File: src/rtl/stse_pkg.sv
`default_nettype none

package stse_pkg;

    localparam int unsigned IDX_W   = 10;
    localparam int unsigned LEN_W   = 11;
    localparam int unsigned WORD_W  = 32;
    localparam int unsigned PROBE_W = 4;

    // Table size; the index, length and probe count widths above are sized for it
    localparam int unsigned TABLE_DEPTH = 1024;

    localparam logic OP_WRITE  = 1'b0;
    localparam logic OP_SEARCH = 1'b1;

    typedef struct packed {
        logic                     opcode;
        logic [IDX_W-1:0]         entry_index;
        logic signed [WORD_W-1:0] entry_value;
        logic signed [WORD_W-1:0] search_key;
    } query_t;

    typedef struct packed {
        logic               found;
        logic [IDX_W-1:0]   match_index;
        logic [PROBE_W-1:0] probe_count;
        logic [LEN_W-1:0]   insert_position;
    } result_t;

    typedef enum logic [2:0] {
        ST_IDLE,
        ST_EXACT,
        ST_LB_INIT,
        ST_LB,
        ST_DONE
    } state_t;

    // Controller to datapath
    typedef struct packed {
        logic write;       // store the accepted entry
        logic start;       // capture key, open range [0, len)
        logic cmp_exact;   // compare read data, early-exit search
        logic lb_init;     // reopen range [0, len) for the lower bound
        logic cmp_lower;   // compare read data, lower-bound search
        logic lower_mode;  // midpoint rounding of the lower-bound search
        logic load_out;    // copy results into the output register
    } dp_cmd_t;

    // Datapath to controller
    typedef struct packed {
        logic range_open;  // updated range still holds an entry
        logic hit;         // exact compare met an equal entry
    } dp_status_t;

endpackage

`default_nettype wire

File: src/rtl/stse_ctrl.sv
`default_nettype none

module stse_ctrl (
    input  wire logic                clk,
    input  wire logic                rst_n,
    input  wire logic                query_valid,
    input  wire logic                query_opcode,
    output logic                     query_stall,
    output logic                     result_valid,
    input  wire logic                result_stall,
    output stse_pkg::dp_cmd_t        cmd,
    input  wire stse_pkg::dp_status_t status
);
    import stse_pkg::*;

    state_t state_reg;
    state_t state_next;
    logic   out_valid_reg;
    logic   out_valid_next;
    logic   query_xfer;

    assign query_stall  = (state_reg != ST_IDLE);
    assign query_xfer   = query_valid && !query_stall;
    assign result_valid = out_valid_reg;

    always_ff @(posedge clk or negedge rst_n)
    begin
        if (!rst_n)
        begin
            state_reg     <= ST_IDLE;
            out_valid_reg <= 1'b0;
        end
        else
        begin
            state_reg     <= state_next;
            out_valid_reg <= out_valid_next;
        end
    end

    always_comb
    begin
        state_next = state_reg;
        cmd        = '0;

        unique case (state_reg)
            ST_IDLE:
            begin
                if (query_xfer)
                begin
                    if (query_opcode == OP_WRITE)
                    begin
                        cmd.write = 1'b1;
                    end
                    else
                    begin
                        cmd.start  = 1'b1;
                        state_next = status.range_open ? ST_EXACT : ST_LB_INIT;
                    end
                end
            end
            ST_EXACT:
            begin
                cmd.cmp_exact = 1'b1;
                if (status.hit || !status.range_open)
                begin
                    state_next = ST_LB_INIT;
                end
            end
            ST_LB_INIT:
            begin
                cmd.lb_init    = 1'b1;
                cmd.lower_mode = 1'b1;
                state_next     = status.range_open ? ST_LB : ST_DONE;
            end
            ST_LB:
            begin
                cmd.cmp_lower  = 1'b1;
                cmd.lower_mode = 1'b1;
                if (!status.range_open)
                begin
                    state_next = ST_DONE;
                end
            end
            ST_DONE:
            begin
                // hold until the output register is free
                if (!out_valid_reg || !result_stall)
                begin
                    cmd.load_out = 1'b1;
                    state_next   = ST_IDLE;
                end
            end
            default:
            begin
                state_next = ST_IDLE;
            end
        endcase
    end

    always_comb
    begin
        if (cmd.load_out)
        begin
            out_valid_next = 1'b1;
        end
        else
        begin
            out_valid_next = out_valid_reg && result_stall;
        end
    end

endmodule

`default_nettype wire

File: config.mk
export PLATFORM = sky130hd
export DESIGN_NAME = stse_ctrl
export DESIGN_NICKNAME = d
export VERILOG_FILES = /design/src/rtl/stse_pkg.sv /design/src/rtl/stse_ctrl.sv
export SDC_FILE = /design/constraint.sdc
export NUM_CORES = 1
export LEC_CHECK = 0
export ABC_AREA = 0
export BUFFER_PORTS_ARGS = -buffer_cell sky130_fd_sc_hd__buf_4
export CAP_MARGIN = 40
export CORE_AREA = 2 2 39 41
export CTS_CLUSTER_DIAMETER = 80
export DETAILED_ROUTE_END_ITERATION = 7
export DIE_AREA = 0 0 41 43
export SETUP_SLACK_MARGIN = 0.1
export SLEW_MARGIN = 25
export SYNTH_ARGS = -nofsm -noshare
export SYNTH_HDL_FRONTEND = slang
export SYNTH_SLANG_ARGS = --single-unit
File: constraint.sdc
create_clock -name clk -period 1.88 [get_ports clk]
set_input_delay 0.376 -clock clk [delete_from_list [all_inputs] [get_ports clk]]
set_output_delay 0.376 -clock clk [all_outputs]
set_load 0.03 [all_outputs]
==> run summary <==
most common cell after layout, fill and taps aside - buf_4
max-slew violations - 0
status - completed
Residual DRC - 0
power consumption - 761 µW
Synth Instances - 26
maximum root-to-sink buffer count - 2
Die Wd - 41 µm
final hold viol count - 0
worst endpoint required time - 1.50 ns
setup_tns - 0 ns
n_diodes - 0
flops & latches, synth - 4
pin count of the biggest net entering global routing - 9
Max Fclk - 575 MHz
most frequent cells in the layout - buf_4, nand2_1, clkbuf_4, dfrtp_1
crit-path cells - or3_4, nor3b_2, buf_4
top-area cell type share of the netlist area - 40.2%
Post-Route WL - 600 µm
Final WS setup - 0.141 ns
Top delay family on crit path - simple AND/OR/NAND/NOR gates
YS warnings - 0
max reg flops - 3
Final ANT Viol Nets - 0
initial antenna violation count - 0
CTS Root Cell - clkbuf_4
max incr delay on CP - 0.41 ns
Hold Path Class - in -> reg
syn_nets - 33
Synth area leaders - dfrtp_1, and2_1, nand2b_1
H-tree lvl count - 1
Arrival @ worst endpoint - 1.36 ns
fraction of layout cells with a size suffix above 1 - 57.1%
Slew Limit Headroom - 84.7%
Avg Inst Size Synth - 9.58 µm²
share of the yosys chip area belonging to registers - 40.2%
Worst Tran Pin Value - 0.227 ns
core area - 1380 µm²
post-DP HPWL - 437 µm
TritonCTS Buffers - 3
global route overflow - 0
clock skew - 0.000933 ns
Fillers - 143
Starting Density - 18.0%
vias in the first global route - 216
row count - 14
DRT Pass-1 Iters - 2
via count - 267
worst ir drop on vdd - 0.441 mV
Synth Cell Area - 249 µm²
wire length per cell - 9.23 µm
routed vias/inst - 4.11
Netlist cell types - 17
initial DRC count - 5
GRT Total Usage - 6.66%
slowest CP cell - or3_4
fin crit share - 92.5%
CTS Sinks - 4
IO Port Bufs - 15
PD cells - 1710 nW/µm²
Die Height - 43 µm
die area - 1760 µm²
Boundary Pins - 16
Setup crit start kind - register
later-pin clock latency in the skew report - 0.23 ns
final setup vio count - 0
P_leak - 0.000225 µW
max_cap viols - 0
Clk pin slew, worst setup/hold paths - 0.04 ns
pre-CTS setup slack - 0.333 ns
CP Class - reg -> out
first-pass GRT wire length - 759 µm
CP max FO - 4
placer congestion estimate - 0.653
unrepaired setup endpoints after global routing - true
Final min period - 1.74 ns
Worst setup EP type - output port
worst path buffer plus inverter count - 1
CTS tree - built
fin nets - 58
Syn-to-layout area delta - 78.9%
fin cells - 65
Synth area leader - dfrtp_1
placed insts - 57
cell usage after synthesis:
| library cell | number |
|---|---|
| o22ai_1 | 1 |
| or3_1 | 1 |
| nor3b_2 | 1 |
| and2_1 | 2 |
| nand2_1 | 3 |
| nor2_1 | 2 |
| or3b_4 | 1 |
| inv_1 | 1 |
| or3_4 | 1 |
| nor3b_1 | 1 |
| a21oi_2 | 1 |
| o22ai_2 | 1 |
| nand2b_1 | 2 |
| o31ai_1 | 1 |
| nand3b_1 | 1 |
| a21oi_1 | 2 |
| dfrtp_1 | 4 |
layout make-up:
cell class	instances	area, µm²	area share [%]
Multi-Input combinational cell	21	145	32.6
Clock buffer	3	22.5	5.06
Timing Repair Buffer	20	153	34.3
Sequential cell	4	101	22.8
Tap cell	16	20.0	4.49
Inverter	1	3.75	0.843
repair_timing:
action | 4_1_cts | 5_1_grt
buffers inserted | 3 | 1
hold buffers | 1 | 0
endpoints found under the setup margin | 1 | 2
gates resized for setup | 0 | 1
endpoints found under the hold margin | 4 | 0
gates cloned | 0 | 0
pin swaps | 0 | 2
layer usage:
| metal | global-route usage [%] | vias up | wire length (µm) |
|---|---|---|---|
| li1 | - | 141 | - |
| met1 | 6.54 | 115 | 234 |
| met2 | 10.6 | 11 | 298 |
| met3 | 1.57 | 0 | 67 |
| met4 | 6.00 | 0 | 0 |
| met5 | 0 | - | 0 |
through the flow:
stage / util, % / hold WS (ns) / instance area, µm²
6_report: 32.2 / 0.376 / 445
5_1_grt: 32.2 / 0.377 / 445
4_1_cts: 31.6 / 0.363 / 437
3_5_place_dp: 27.6 / 0.174 / 382
3_3_place_gp: 27.6 / 0.174 / 382
2_1_floorplan: - / 0.0804 / 249
power breakdown:
part           total (µW)  switching [µW]  internal (µW)  leakage [µW]
Clock                 103            32.2           71.2     0.0000138
Sequential            165            42.1            123     0.0000511
Combinational         492             272            221      0.000161
Total                 761             346            415      0.000225
cell families (layout without fill, tap and decap cells):
kind of cell	after synthesis	count (layout)	synth area share, %
buf+inv	1	24	1.51
compound gates	6	6	18.1
simple gates	15	15	40.2
flops	4	4	40.2
path summary, 6_finish.rpt:
path | start | depth (start not counted) | to | slack [ns]
max in group asynchronous | rst_n | 2 | state_reg[0] | 1.30
min in group asynchronous | rst_n | 2 | result_valid | 0.47
max | state_reg[1] | 3 | cmd[6] | 0.14
min | status[1] | 2 | state_reg[2] | 0.38
min reg2reg | result_valid | 2 | result_valid | 0.56
max reg2reg | state_reg[2] | 3 | state_reg[1] | 0.74
Power figures use the tool's default switching activity.
